`src/sv/slt_pkg.sv`:
```
package slt_pkg;

   localparam int STATION_W = 4;
   localparam int SAMPLE_W  = 32;
   localparam int AVG_W     = 48;
   localparam int GAIN_W    = 16;
   localparam int COUNT_W   = 16;
   localparam int PROD_W    = 64;
   // wide enough to compare a station number against a station count up to 511
   localparam int SEL_W     = 9;
   localparam int CSR_IDX_W = 2;
   localparam int STEP_W    = 3;

   localparam logic [CSR_IDX_W-1:0] CSR_SHORT_GAIN      = 2'd0;
   localparam logic [CSR_IDX_W-1:0] CSR_LONG_GAIN       = 2'd1;
   localparam logic [CSR_IDX_W-1:0] CSR_RATIO_THRESHOLD = 2'd2;
   localparam logic [CSR_IDX_W-1:0] CSR_WINDOW_LENGTH   = 2'd3;

   localparam logic [GAIN_W-1:0]  SHORT_GAIN_RESET      = 16'd6554;
   localparam logic [GAIN_W-1:0]  LONG_GAIN_RESET       = 16'd655;
   localparam logic [GAIN_W-1:0]  RATIO_THRESHOLD_RESET = 16'd1280;
   localparam logic [COUNT_W-1:0] WINDOW_LENGTH_RESET   = 16'd1000;

   localparam logic [STEP_W-1:0] STEP_IDLE   = 3'd0;
   localparam logic [STEP_W-1:0] STEP_LOAD   = 3'd1;
   localparam logic [STEP_W-1:0] STEP_MUL_S  = 3'd2;
   localparam logic [STEP_W-1:0] STEP_UPD_S  = 3'd3;
   localparam logic [STEP_W-1:0] STEP_UPD_L  = 3'd4;
   localparam logic [STEP_W-1:0] STEP_MUL_T  = 3'd5;
   localparam logic [STEP_W-1:0] STEP_FINISH = 3'd6;

   typedef enum logic [1:0] {
      JMP_NEXT,
      JMP_WAIT_REQ,
      JMP_WAIT_RSP,
      JMP_GOTO
   } slt_jump_type;

   typedef enum logic [1:0] {
      MUL_NONE,
      MUL_SHORT,
      MUL_LONG,
      MUL_THRESH
   } slt_mul_type;

   typedef enum logic [1:0] {
      UPD_NONE,
      UPD_SHORT,
      UPD_LONG
   } slt_upd_type;

   typedef struct packed {
      slt_jump_type      jump;
      logic [STEP_W-1:0] target;
      logic              accept;
      logic              load;
      slt_mul_type       mul_sel;
      slt_upd_type       upd_sel;
      logic              count;
      logic              finish;
   } slt_ctrl_type;

   typedef struct packed {
      logic req_valid;
      logic rsp_free;
   } slt_cond_type;

   localparam slt_ctrl_type CTRL_NOP = '{
      jump:    JMP_NEXT,
      target:  STEP_IDLE,
      accept:  1'b0,
      load:    1'b0,
      mul_sel: MUL_NONE,
      upd_sel: UPD_NONE,
      count:   1'b0,
      finish:  1'b0
   };

   // microprogram: one control word per step
   function automatic slt_ctrl_type slt_ucode(input logic [STEP_W-1:0] step);
      slt_ctrl_type c;
      c = CTRL_NOP;
      unique case (step)
         STEP_IDLE: begin
            c.jump   = JMP_WAIT_REQ;
            c.accept = 1'b1;
         end
         STEP_LOAD: begin
            c.load = 1'b1;
         end
         STEP_MUL_S: begin
            c.mul_sel = MUL_SHORT;
         end
         STEP_UPD_S: begin
            c.upd_sel = UPD_SHORT;
            c.mul_sel = MUL_LONG;
         end
         STEP_UPD_L: begin
            c.upd_sel = UPD_LONG;
         end
         STEP_MUL_T: begin
            c.mul_sel = MUL_THRESH;
            c.count   = 1'b1;
         end
         STEP_FINISH: begin
            c.jump   = JMP_WAIT_RSP;
            c.target = STEP_IDLE;
            c.finish = 1'b1;
         end
         default: begin
            c.jump   = JMP_GOTO;
            c.target = STEP_IDLE;
         end
      endcase
      return c;
   endfunction

endpackage

```
`src/sv/slt_seq.sv`:
```
module slt_seq
   import slt_pkg::*;
(
   input  logic         clock,
   input  logic         reset,
   input  slt_cond_type cond,
   output slt_ctrl_type ctrl
);

   logic [STEP_W-1:0] step_ff;
   logic [STEP_W-1:0] step_in;

   always_ff @(posedge clock) begin
      if (reset) begin
         step_ff <= STEP_IDLE;
      end else begin
         step_ff <= step_in;
      end
   end

   always_comb begin
      ctrl = slt_ucode(step_ff);
      unique case (ctrl.jump)
         JMP_NEXT:     step_in = step_ff + 3'd1;
         JMP_WAIT_REQ: step_in = cond.req_valid ? step_ff + 3'd1 : step_ff;
         JMP_WAIT_RSP: step_in = cond.rsp_free ? ctrl.target : step_ff;
         JMP_GOTO:     step_in = ctrl.target;
         default:      step_in = STEP_IDLE;
      endcase
   end

endmodule

```
`src/sv/sta_lta_event_trigger.sv`:
```
// An accepted req beat runs the load, short multiply, short update, long update,
// threshold multiply and finish steps, and the next sample waits for idle; the
// single shared 48x16 multiplier serves the two average steps and the ratio test.
// A waiting rsp beat does not block the next sample until its finish step.
// Reset (synchronous): restores the register defaults, clears the sequencer
// and the per-station valid bits, so every station reads as zero state.
module sta_lta_event_trigger
   import slt_pkg::*;
#(
   parameter int STATIONS = 16
) (
   input  logic                 clock,
   input  logic                 reset,

   input  logic                 req_valid,
   output logic                 req_stall,
   input  logic [STATION_W-1:0] req_station,
   input  logic signed [SAMPLE_W-1:0] req_sample,
   input  logic                 req_packet_end,

   output logic                 rsp_valid,
   input  logic                 rsp_stall,
   output logic [STATION_W-1:0] rsp_station_out,
   output logic [AVG_W-1:0]     rsp_short_avg,
   output logic [AVG_W-1:0]     rsp_long_avg,
   output logic                 rsp_window_full,
   output logic                 rsp_trigger,
   output logic                 rsp_packet_end_out,

   input  logic                 csr_write,
   input  logic [CSR_IDX_W-1:0] csr_index,
   input  logic [GAIN_W-1:0]    csr_wdata
);

   localparam int IDX_W = (STATIONS > 1) ? $clog2(STATIONS) : 1;

   typedef struct packed {
      logic [AVG_W-1:0]   sta;
      logic [AVG_W-1:0]   lta;
      logic [COUNT_W-1:0] cnt;
   } slt_entry_type;

   // configuration
   logic [GAIN_W-1:0]  short_gain_ff;
   logic [GAIN_W-1:0]  long_gain_ff;
   logic [GAIN_W-1:0]  threshold_ff;
   logic [COUNT_W-1:0] window_ff;

   always_ff @(posedge clock) begin
      if (reset) begin
         short_gain_ff <= SHORT_GAIN_RESET;
         long_gain_ff  <= LONG_GAIN_RESET;
         threshold_ff  <= RATIO_THRESHOLD_RESET;
         window_ff     <= WINDOW_LENGTH_RESET;
      end else if (csr_write) begin
         unique case (csr_index)
            CSR_SHORT_GAIN:      short_gain_ff <= csr_wdata;
            CSR_LONG_GAIN:       long_gain_ff  <= csr_wdata;
            CSR_RATIO_THRESHOLD: threshold_ff  <= csr_wdata;
            CSR_WINDOW_LENGTH:   window_ff     <= csr_wdata;
            default: ;
         endcase
      end
   end

   // sequencer
   slt_ctrl_type ctrl;
   slt_cond_type cond;
   logic         rsp_valid_ff;
   logic         rsp_free;
   logic         req_beat;
   logic         fin_fire;

   assign rsp_free       = !rsp_valid_ff || !rsp_stall;
   assign cond.req_valid = req_valid;
   assign cond.rsp_free  = rsp_free;

   slt_seq u_seq (
      .clock (clock),
      .reset (reset),
      .cond  (cond),
      .ctrl  (ctrl)
   );

   assign req_stall = !ctrl.accept;
   assign req_beat  = req_valid && ctrl.accept;
   assign fin_fire  = ctrl.finish && rsp_free;

   // input capture
   logic [SEL_W-1:0]    req_sel;
   logic [SAMPLE_W-1:0] samp_u;
   logic [SAMPLE_W-1:0] mag_in;

   logic [STATION_W-1:0] station_ff;
   logic                 pend_ff;
   logic                 range_ff;
   logic [SAMPLE_W-1:0]  mag_ff;

   assign req_sel = {{(SEL_W-STATION_W){1'b0}}, req_station};
   assign samp_u  = req_sample;
   assign mag_in  = samp_u[SAMPLE_W-1] ? (~samp_u + 32'd1) : samp_u;

   always_ff @(posedge clock) begin
      if (req_beat) begin
         station_ff <= req_station;
         pend_ff    <= req_packet_end;
         range_ff   <= req_sel < SEL_W'(STATIONS);
         mag_ff     <= mag_in;
      end
   end

   // per-station store: one read and one write port, read data registered
   slt_entry_type        store_mem [STATIONS];
   logic [STATIONS-1:0]  valid_ff;
   slt_entry_type        rd_ff;
   logic                 rd_valid_ff;
   logic [IDX_W-1:0]     rd_idx;
   logic [IDX_W-1:0]     wr_idx;
   logic [SEL_W-1:0]     wr_sel;
   slt_entry_type        wr_data;
   logic                 wr_en;

   assign rd_idx = req_sel[IDX_W-1:0];
   assign wr_sel = {{(SEL_W-STATION_W){1'b0}}, station_ff};
   assign wr_idx = wr_sel[IDX_W-1:0];
   assign wr_en  = fin_fire && range_ff;

   always_ff @(posedge clock) begin
      if (wr_en) begin
         store_mem[wr_idx] <= wr_data;
      end
      if (req_beat) begin
         rd_ff <= store_mem[rd_idx];
      end
   end

   always_ff @(posedge clock) begin
      if (reset) begin
         valid_ff    <= '0;
         rd_valid_ff <= 1'b0;
      end else begin
         if (wr_en) begin
            valid_ff[wr_idx] <= 1'b1;
         end
         if (req_beat) begin
            rd_valid_ff <= valid_ff[rd_idx];
         end
      end
   end

   // datapath
   logic [AVG_W-1:0]   sta_ff;
   logic [AVG_W-1:0]   lta_ff;
   logic [COUNT_W-1:0] cnt_ff;
   logic               full_ff;
   logic [PROD_W-1:0]  prod_ff;
   logic               dir_ff;

   logic [AVG_W-1:0]   mag48;
   logic [AVG_W-1:0]   avg_sel;
   logic               dir_in;
   logic [AVG_W-1:0]   absdiff;
   logic [AVG_W-1:0]   mul_a;
   logic [GAIN_W-1:0]  mul_b;
   logic [PROD_W-1:0]  prod_in;
   logic [AVG_W-1:0]   avg_step;
   logic [AVG_W-1:0]   upd_base;
   logic [AVG_W-1:0]   upd_val;
   logic [COUNT_W-1:0] cnt_in;
   logic               trig_in;

   assign mag48    = {mag_ff, 16'b0};
   assign avg_sel  = (ctrl.mul_sel == MUL_LONG) ? lta_ff : sta_ff;
   assign dir_in   = mag48 >= avg_sel;
   assign absdiff  = dir_in ? (mag48 - avg_sel) : (avg_sel - mag48);
   assign mul_a    = (ctrl.mul_sel == MUL_THRESH) ? lta_ff : absdiff;

   always_comb begin
      unique case (ctrl.mul_sel)
         MUL_SHORT:  mul_b = short_gain_ff;
         MUL_LONG:   mul_b = long_gain_ff;
         MUL_THRESH: mul_b = threshold_ff;
         default:    mul_b = '0;
      endcase
   end

   assign prod_in  = PROD_W'(mul_a) * PROD_W'(mul_b);
   // truncate the step toward the old average
   assign avg_step = prod_ff[PROD_W-1:16];
   assign upd_base = (ctrl.upd_sel == UPD_LONG) ? lta_ff : sta_ff;
   assign upd_val  = dir_ff ? (upd_base + avg_step) : (upd_base - avg_step);
   assign cnt_in   = (cnt_ff != 16'hFFFF) ? (cnt_ff + 16'd1) : cnt_ff;
   // sta * 256 against threshold * lta, exact
   assign trig_in  = full_ff && (lta_ff != '0) && ({8'b0, sta_ff, 8'b0} > prod_ff);

   always_ff @(posedge clock) begin
      if (ctrl.load) begin
         sta_ff <= rd_valid_ff ? rd_ff.sta : '0;
         lta_ff <= rd_valid_ff ? rd_ff.lta : '0;
         cnt_ff <= rd_valid_ff ? rd_ff.cnt : '0;
      end else begin
         if (ctrl.upd_sel == UPD_SHORT) begin
            sta_ff <= upd_val;
         end
         if (ctrl.upd_sel == UPD_LONG) begin
            lta_ff <= upd_val;
         end
         if (ctrl.count) begin
            cnt_ff  <= cnt_in;
            full_ff <= cnt_in >= window_ff;
         end
      end
      if (ctrl.mul_sel != MUL_NONE) begin
         prod_ff <= prod_in;
         dir_ff  <= dir_in;
      end
   end

   assign wr_data.sta = sta_ff;
   assign wr_data.lta = lta_ff;
   assign wr_data.cnt = cnt_ff;

   // result register
   logic [STATION_W-1:0] rsp_station_ff;
   logic [AVG_W-1:0]     rsp_short_ff;
   logic [AVG_W-1:0]     rsp_long_ff;
   logic                 rsp_full_ff;
   logic                 rsp_trig_ff;
   logic                 rsp_pend_ff;

   always_ff @(posedge clock) begin
      if (reset) begin
         rsp_valid_ff <= 1'b0;
      end else if (fin_fire) begin
         rsp_valid_ff <= 1'b1;
      end else if (!rsp_stall) begin
         rsp_valid_ff <= 1'b0;
      end
   end

   always_ff @(posedge clock) begin
      if (fin_fire) begin
         rsp_station_ff <= station_ff;
         rsp_pend_ff    <= pend_ff;
         rsp_short_ff   <= range_ff ? sta_ff : '0;
         rsp_long_ff    <= range_ff ? lta_ff : '0;
         rsp_full_ff    <= range_ff && full_ff;
         rsp_trig_ff    <= range_ff && trig_in;
      end
   end

   assign rsp_valid          = rsp_valid_ff;
   assign rsp_station_out    = rsp_station_ff;
   assign rsp_short_avg      = rsp_short_ff;
   assign rsp_long_avg       = rsp_long_ff;
   assign rsp_window_full    = rsp_full_ff;
   assign rsp_trigger        = rsp_trig_ff;
   assign rsp_packet_end_out = rsp_pend_ff;

`ifndef ASSERT_OFF
   a_one_at_a_time: assert property (@(posedge clock) disable iff (reset)
      req_beat |=> req_stall)
      else $error("second sample taken while one is in flight");

   a_finish_shows: assert property (@(posedge clock) disable iff (reset)
      fin_fire |=> rsp_valid)
      else $error("finished sample not offered");

   a_rise_after_finish: assert property (@(posedge clock) disable iff (reset)
      $rose(rsp_valid_ff) |-> $past(fin_fire))
      else $error("rsp beat appeared without a finish step");

   a_trig_needs_full: assert property (@(posedge clock) disable iff (reset)
      rsp_valid |-> (!rsp_trigger || rsp_window_full))
      else $error("trigger without a full window");

   a_short_bound: assert property (@(posedge clock) disable iff (reset)
      rsp_valid |-> (!rsp_short_avg[AVG_W-1] || rsp_short_avg[AVG_W-2:0] == '0))
      else $error("short average above the largest magnitude");
`endif

endmodule

```
`config.mk`:
```
export PLATFORM = sky130hd
export DESIGN_NAME = sta_lta_event_trigger
export DESIGN_NICKNAME = d
export VERILOG_FILES = /design/src/sv/slt_pkg.sv /design/src/sv/slt_seq.sv /design/src/sv/sta_lta_event_trigger.sv
export SDC_FILE = /design/constraint.sdc
export NUM_CORES = 2
export LEC_CHECK = 0
export BUFFER_PORTS_ARGS = -buffer_cell sky130_fd_sc_hd__buf_2
export CORE_ASPECT_RATIO = 0.5
export CORE_MARGIN = 5
export CORE_UTILIZATION = 60
export CTS_CLUSTER_SIZE = 25
export DETAILED_ROUTE_END_ITERATION = 6
export MAX_ROUTING_LAYER = met4
export PLACE_DENSITY = 0.73
export SYNTH_ARGS = -nofsm -noshare
export SYNTH_HDL_FRONTEND = slang
export SYNTH_SLANG_ARGS = --single-unit
```
`constraint.sdc`:
```
create_clock -name clock -period 22.6 [get_ports clock]
set_clock_uncertainty 0.2 [all_clocks]
set_input_delay 1.13 -clock clock [delete_from_list [all_inputs] [get_ports clock]]
set_output_delay 1.13 -clock clock [all_outputs]
set_load 0.02 [all_outputs]
```
# After elaboration in Yosys (flattened, before gate mapping)
# Memories as Yosys holds them, arrays and structs flattened. A register that Yosys moved wholly into a read port is not among the register bits.
# Index checks and enable logic that the tools add are counted.
# word_totals
regBits	404
ram_bits	1792
memories	1
out_inout_bits	105
elab_cells	127
# mem_list
memory	words	word_bits	rd	rd_ports_with_merged_regs	wr	line_no	rtl
store_mem	16	112	1	1	1	sta_lta_event_trigger.sv:113	slt_entry_type store_mem [STATIONS];
# op_classes
n_eq_ne	21
magnitude_cmp	7
mux	35
n_addsub	7
n_mul	1
reduce_logical	27
n_bitwise	3
# ops
operator	count
two-way mux 48 bit	11
subtractor 48 bit	3
> comparator 56 x 64 -> 1 bit	1
multiplier 48 x 16 -> 64 bit	1
two-way mux 16 bit	4
adder 48 bit	1
>= comparator 48 bit	1
case mux 16 bit (3 select lines)	1
nonzero test 48 bit	1
adder 32 x 1 -> 32 bit (second input constant)	1
NOT 32 bit	1
two-way mux 31 bit	1
adder 16 x 1 -> 16 bit (second input constant)	1
>= comparator 16 bit	1
inequality test 16 bit (second input constant)	1
OR 16 bit	1
< comparator 4 x 5 -> 1 bit (second input constant)	3
== test 2 bit (second input constant)	7
case mux 2 bit (3 select lines)	2
case mux 3 bit (4 select lines)	1
AND reduction 2 bit	6
two-way mux 1 bit	10
== test 3 bit (second input constant)	3
== test 2 x 1 -> 1 bit (second input constant)	4
other kinds (18)	34

# Longest topological paths before layout
# depth
word_depth	8
ltp_mapped	48
mapped_depth_nobuf	39

# By module
# Synthesis repeated with hierarchy kept, for this count alone.
# hier_totals
cells_unflattened	8204
area_unflattened_um2	120441.8
# modules_own_cells
mod	area_each_um2	cells_each	instances
sta_lta_event_trigger	120166.5	8166	1
slt_seq	275.3	38	1

# Worst setup path before layout
# No wires, ideal clock.
# synth_path
kind	input-to-reg
start	in rsp_stall
end	mem store_mem[12][0] (netlist bit), enable pin
arrival_time_ns	17.817
setup_ns	0.722
path_slack_ns	3.861
stages	4
n_path_buf	0
path_cell_list	nand2_1 -> nor3b_1 -> nand3_1 -> nor3_1
# synth_via
elab_chain_cells	6
# synth_rtl
item	line_no	rtl
start: declaration	sta_lta_event_trigger.sv:22	input logic rsp_stall,
zero test 1 bit	n/a	
logical OR 1 bit	sta_lta_event_trigger.sv:74	assign rsp_free = !rsp_valid_ff || !rsp_stall;
logical AND 1 bit	sta_lta_event_trigger.sv:87	assign fin_fire = ctrl.finish && rsp_free;
net fin_fire	sta_lta_event_trigger.sv:72	logic fin_fire;
logical AND 1 bit	sta_lta_event_trigger.sv:126	assign wr_en = fin_fire && range_ff;
two-way mux 1 bit	sta_lta_event_trigger.sv:129	if (wr_en) begin
two-way mux 1 bit (not written as such)	sta_lta_event_trigger.sv:130	store_mem[wr_idx] <= wr_data;
end: declaration	sta_lta_event_trigger.sv:113	
# The timed path passes the listed nets, and every way through them passes these cells.

# Final worst setup path
# layout_path
start	reg u_seq.step_ff[0]
end	reg prod_ff[60], data pin
# layout_via
elab_chain_cells	8
elab_cells_between_ends	15
cone_classes	add/sub: 2; mul: 1; order compare: 1; eq/ne: 6; mux: 5
# layout_rtl
item	line_no	rtl
start: declaration	slt_seq.sv:10	logic [STEP_W-1:0] step_ff;
start signal: assignment	slt_seq.sv:17	step_ff <= step_in;
== test 3 bit / == test 3 x 2 -> 1 bit (equally long branches)	slt_pkg.sv:83	unique case (step)
case mux 2 bit (3 select lines) (*)	slt_pkg.sv:83	
== test 2 bit	sta_lta_event_trigger.sv:173, sta_lta_event_trigger.sv:179	
two-way mux 48 bit	sta_lta_event_trigger.sv:173	assign avg_sel = (ctrl.mul_sel == MUL_LONG) ? lta_ff : sta_ff;
subtractor 48 bit / >= comparator 48 bit (equally long branches)	sta_lta_event_trigger.sv:175, sta_lta_event_trigger.sv:174	
two-way mux 48 bit	sta_lta_event_trigger.sv:175	assign absdiff = dir_in ? (mag48 - avg_sel) : (avg_sel - mag48);
two-way mux 48 bit	sta_lta_event_trigger.sv:176	assign mul_a = (ctrl.mul_sel == MUL_THRESH) ? lta_ff : absdiff;
multiplier 48 x 16 -> 64 bit (*)	sta_lta_event_trigger.sv:187	assign prod_in = PROD_W'(mul_a) * PROD_W'(mul_b);
net prod_in[60]	sta_lta_event_trigger.sv:165	logic [PROD_W-1:0] prod_in;
end signal: assignment	sta_lta_event_trigger.sv:214	prod_ff <= prod_in;
end: declaration	sta_lta_event_trigger.sv:156	logic [PROD_W-1:0] prod_ff;
# The timed path passes the listed nets; every way through them passes the cells marked *.
# A chain may end at the register's enable or synchronous reset.

==> impl_metrics.yaml <==
clocking:
  cts.repair.resized: 0
  cts_buffer_depth: 3
  cts_buffers: 194
  cts_tree: "done"
  clock_latency_ns: 0.86
  h-tree-depth: 4
  postCtsSetupBuffers: 0
  cts_hold_buf: 0
  clk_pin_slew_worst_paths_ns: 0.06
  clkSinkCount: 2307
  cts_root_buf: "clkbuf_16"
critical_path:
  end_kind: "register"
  crit_slowest_cell: "a2bb2oi_2"
  critPathRequiredTime_ns: 22.96
  reg2reg_depth: 37
  critPathMaxStageDelay_ns: 0.71
  reg2reg_setup_slack_ns: 9.99
  worstSetupStartpoint: "u_seq.step_ff[0]"
  r2r_end: "prod_ff[60]"
  crit_path_end: "prod_ff[60]"
  cp_max_fo: 52
  critical_path_arrival_ns: 12.98
  r2r-start: "u_seq.step_ff[0]"
  cp-start-kind: "register"
  crit_type: "reg -> reg"
  crit_top_cell: "fa_1"
drt:
  drt_iter0_drc: 11027
  drtAntennaViolNets: 0
  dr.pass1.iters: 6
  drt-total-wl_um: 361000
  wl_per_cell_um: 31.8
  drc: 0
  vias: 75713
  viasPerCell: 6.68
pwr:
  pwr-share-seq: 0.385
  p_sw_mw: 5.63
  p_sw_frac: 0.391
  p_per_area_nw_per_um2: 110
  vdd_drop_max_mv: 0.0916
  clockPowerShare: 0.235
  combPwrFrac: 0.380
  cellLeakagePower_nw: 48.5
  power_report.internal_total_mw: 8.78
sta:
  fin_crit_sh: 0.558
  max_freq_ghz: 0.0793
  finalHoldViolCount: 0
  rsz0062_at_grt: "no"
  setup_viol: 0
  hold_ws_ns: 0.228
  fin_setup_tns_ns: 0
  max_slew_margin: 0.0611
  period_needed_ns: 12.61
  drv_slew: 0
  tightest_slew_ns: 1.39
  setup_slack_ns: 9.99
synthesis:
  synth_flop_cell: "edfxtp_1"
  async_flop_share: 0
  synth_area_um2: 121000
  syn_area_per_cell_um2: 14.5
  synth_cell_type_count: 94
  syn_inst: 8331
  ys_ff_latch: 2307
  synth_nets: 9350
  synth-warning-count: 0
  synth-edff-count: 2222
  synth-seq-area-share: 0.567
die:
  initial_core_util: 0.603
  core_um2: 200000
  die_w_um: 644
  rows: 116
  dieArea_um2: 211000
  ios: 165
  dieHeight_um: 327
place:
  gp_congestion: 0.964
  numPortBuffers: 164
  dp_slack_ns: 10.14
  dp_hpwl_um: 219000
final_layout:
  area_growth_pct: 9.07
  final_cell_mix: "edfxtp_1 (2222), nand2_1 (1045), inv_1 (887)"
  drive_above_1_share: 0.159
  final_nets: 9525
  final_common_cell: "edfxtp_1"
global_route:
  grt-ovfl-total: 0
  grt_pass1_wl_um: 522000
  groute.usage.overall: 0.354
  antenna_found_initial: 25
  grt_pass1_vias: 75321
  grt_max_degree: 138
hold_path:
  hold_path.class: "reg -> reg"
run_status:
  outcome: "finished clean"
job:
  drv_cap: 0
sequential cells by signal, summed over array words and instances, names as in the netlist, 3 cells and up:
name and flops:
rsp_long_avg 48, store_mem 1792, valid_ff 16, rd_ff 112, rsp_short_avg 48, cnt_ff 16, long_gain_ff 16, threshold_ff 16
sta_ff 48, u_seq.step_ff 3, short_gain_ff 16, mag_ff 32, rsp_station_out 4, lta_ff 48, window_ff 16, prod_ff 64
station_ff 4
synthesized netlist by cell type (85+ instances only):
master,count,share of area
edfxtp_1,2222,0.55
nand2_1,1048,0.033
inv_1,888,0.028
fa_1,644,0.11
mux4_2,565,0.11
nor2_1,389,0.012
ha_1,315,0.033
a21oi_1,304,0.013
clkbuf_1,294,0.0091
xnor2_1,153,0.011
o21ai_0,146,0.0061
a21o_1,130,0.0081
and2_1,119,0.0062
nand3_1,99,0.0041
dfxtp_1,85,0.014
logic make-up after synthesis:
kind of cell | share of synthesized area
compound gates | 0.0479
flops | 0.567
xor+xnor | 0.0150
buf+inv | 0.0406
mux | 0.117
simple gates | 0.0728
fa+ha+maj | 0.140
per-layer routing:
layer	part of all wire	track usage	vias to the layer above
met5	0	-	-
met1	0.37	0.491	38646
li1	-	-	30418
met3	0.17	0.143	717
met4	0.027	0.0943	0
met2	0.43	0.489	5932
power by group through the flow:
stage                     Combinational, mW  Clock [mW]  Sequential, mW
final                                  5.47        3.39            5.55
after floorplan                        3.23           0            5.61
after global routing                   5.90        3.62            5.55
after global placement                 5.17           0            5.60
after detailed placement               5.23           0            5.61
after CTS                              5.28        3.41            5.52
per-stage QoR:
step	instance area, µm²	util	power, mW	cells
3_5_place_dp	125000	0.626	10.8	10965
4_1_cts	132000	0.658	14.2	11323
6_report	132000	0.658	14.4	11336
2_1_floorplan	121000	-	8.84	8331
3_3_place_gp	125000	0.626	10.8	10965
5_1_grt	132000	0.658	15.1	11332
how the worst min path moves through the flow:
| stage | start | cells after the start | to | slack (ns) |
|---|---|---|---|---|
| after CTS | req_packet_end | 1 | pend_ff | 0.21 |
| after global routing | req_packet_end | 1 | pend_ff | 0.23 |
| after global placement | pend_ff | 0 | rsp_packet_end_out | 0.20 |
| final | pend_ff | 0 | rsp_packet_end_out | 0.23 |
| after detailed placement | pend_ff | 0 | rsp_packet_end_out | 0.22 |
| after floorplan | pend_ff | 0 | rsp_packet_end_out | 0.20 |
critical path: cells and delay by family (launching register included):
kind                       cells  cell delay, ns
buffers and inverters          6            1.48
xor gates and xnor gates       1            0.17
muxes                          1            0.24
DFF                            1            0.33
AOI/OAI and AO/OA             14            4.40
and+or+nand+nor                7            1.79
adders and majority gates      8            3.68
area by class of cell:
type	instances	area (µm²)
Fill cell	13766	68500
Sequential cell	2307	68400
Multi-Input combinational cell	4740	47500
Clock buffer	248	5220
Inverter	890	3340
Tap cell	2655	3320
Timing Repair Buffer	373	2590
Clock inverter	110	1070
Antenna cell	13	32.5
Note: power is estimated with default switching activity, not from simulation.
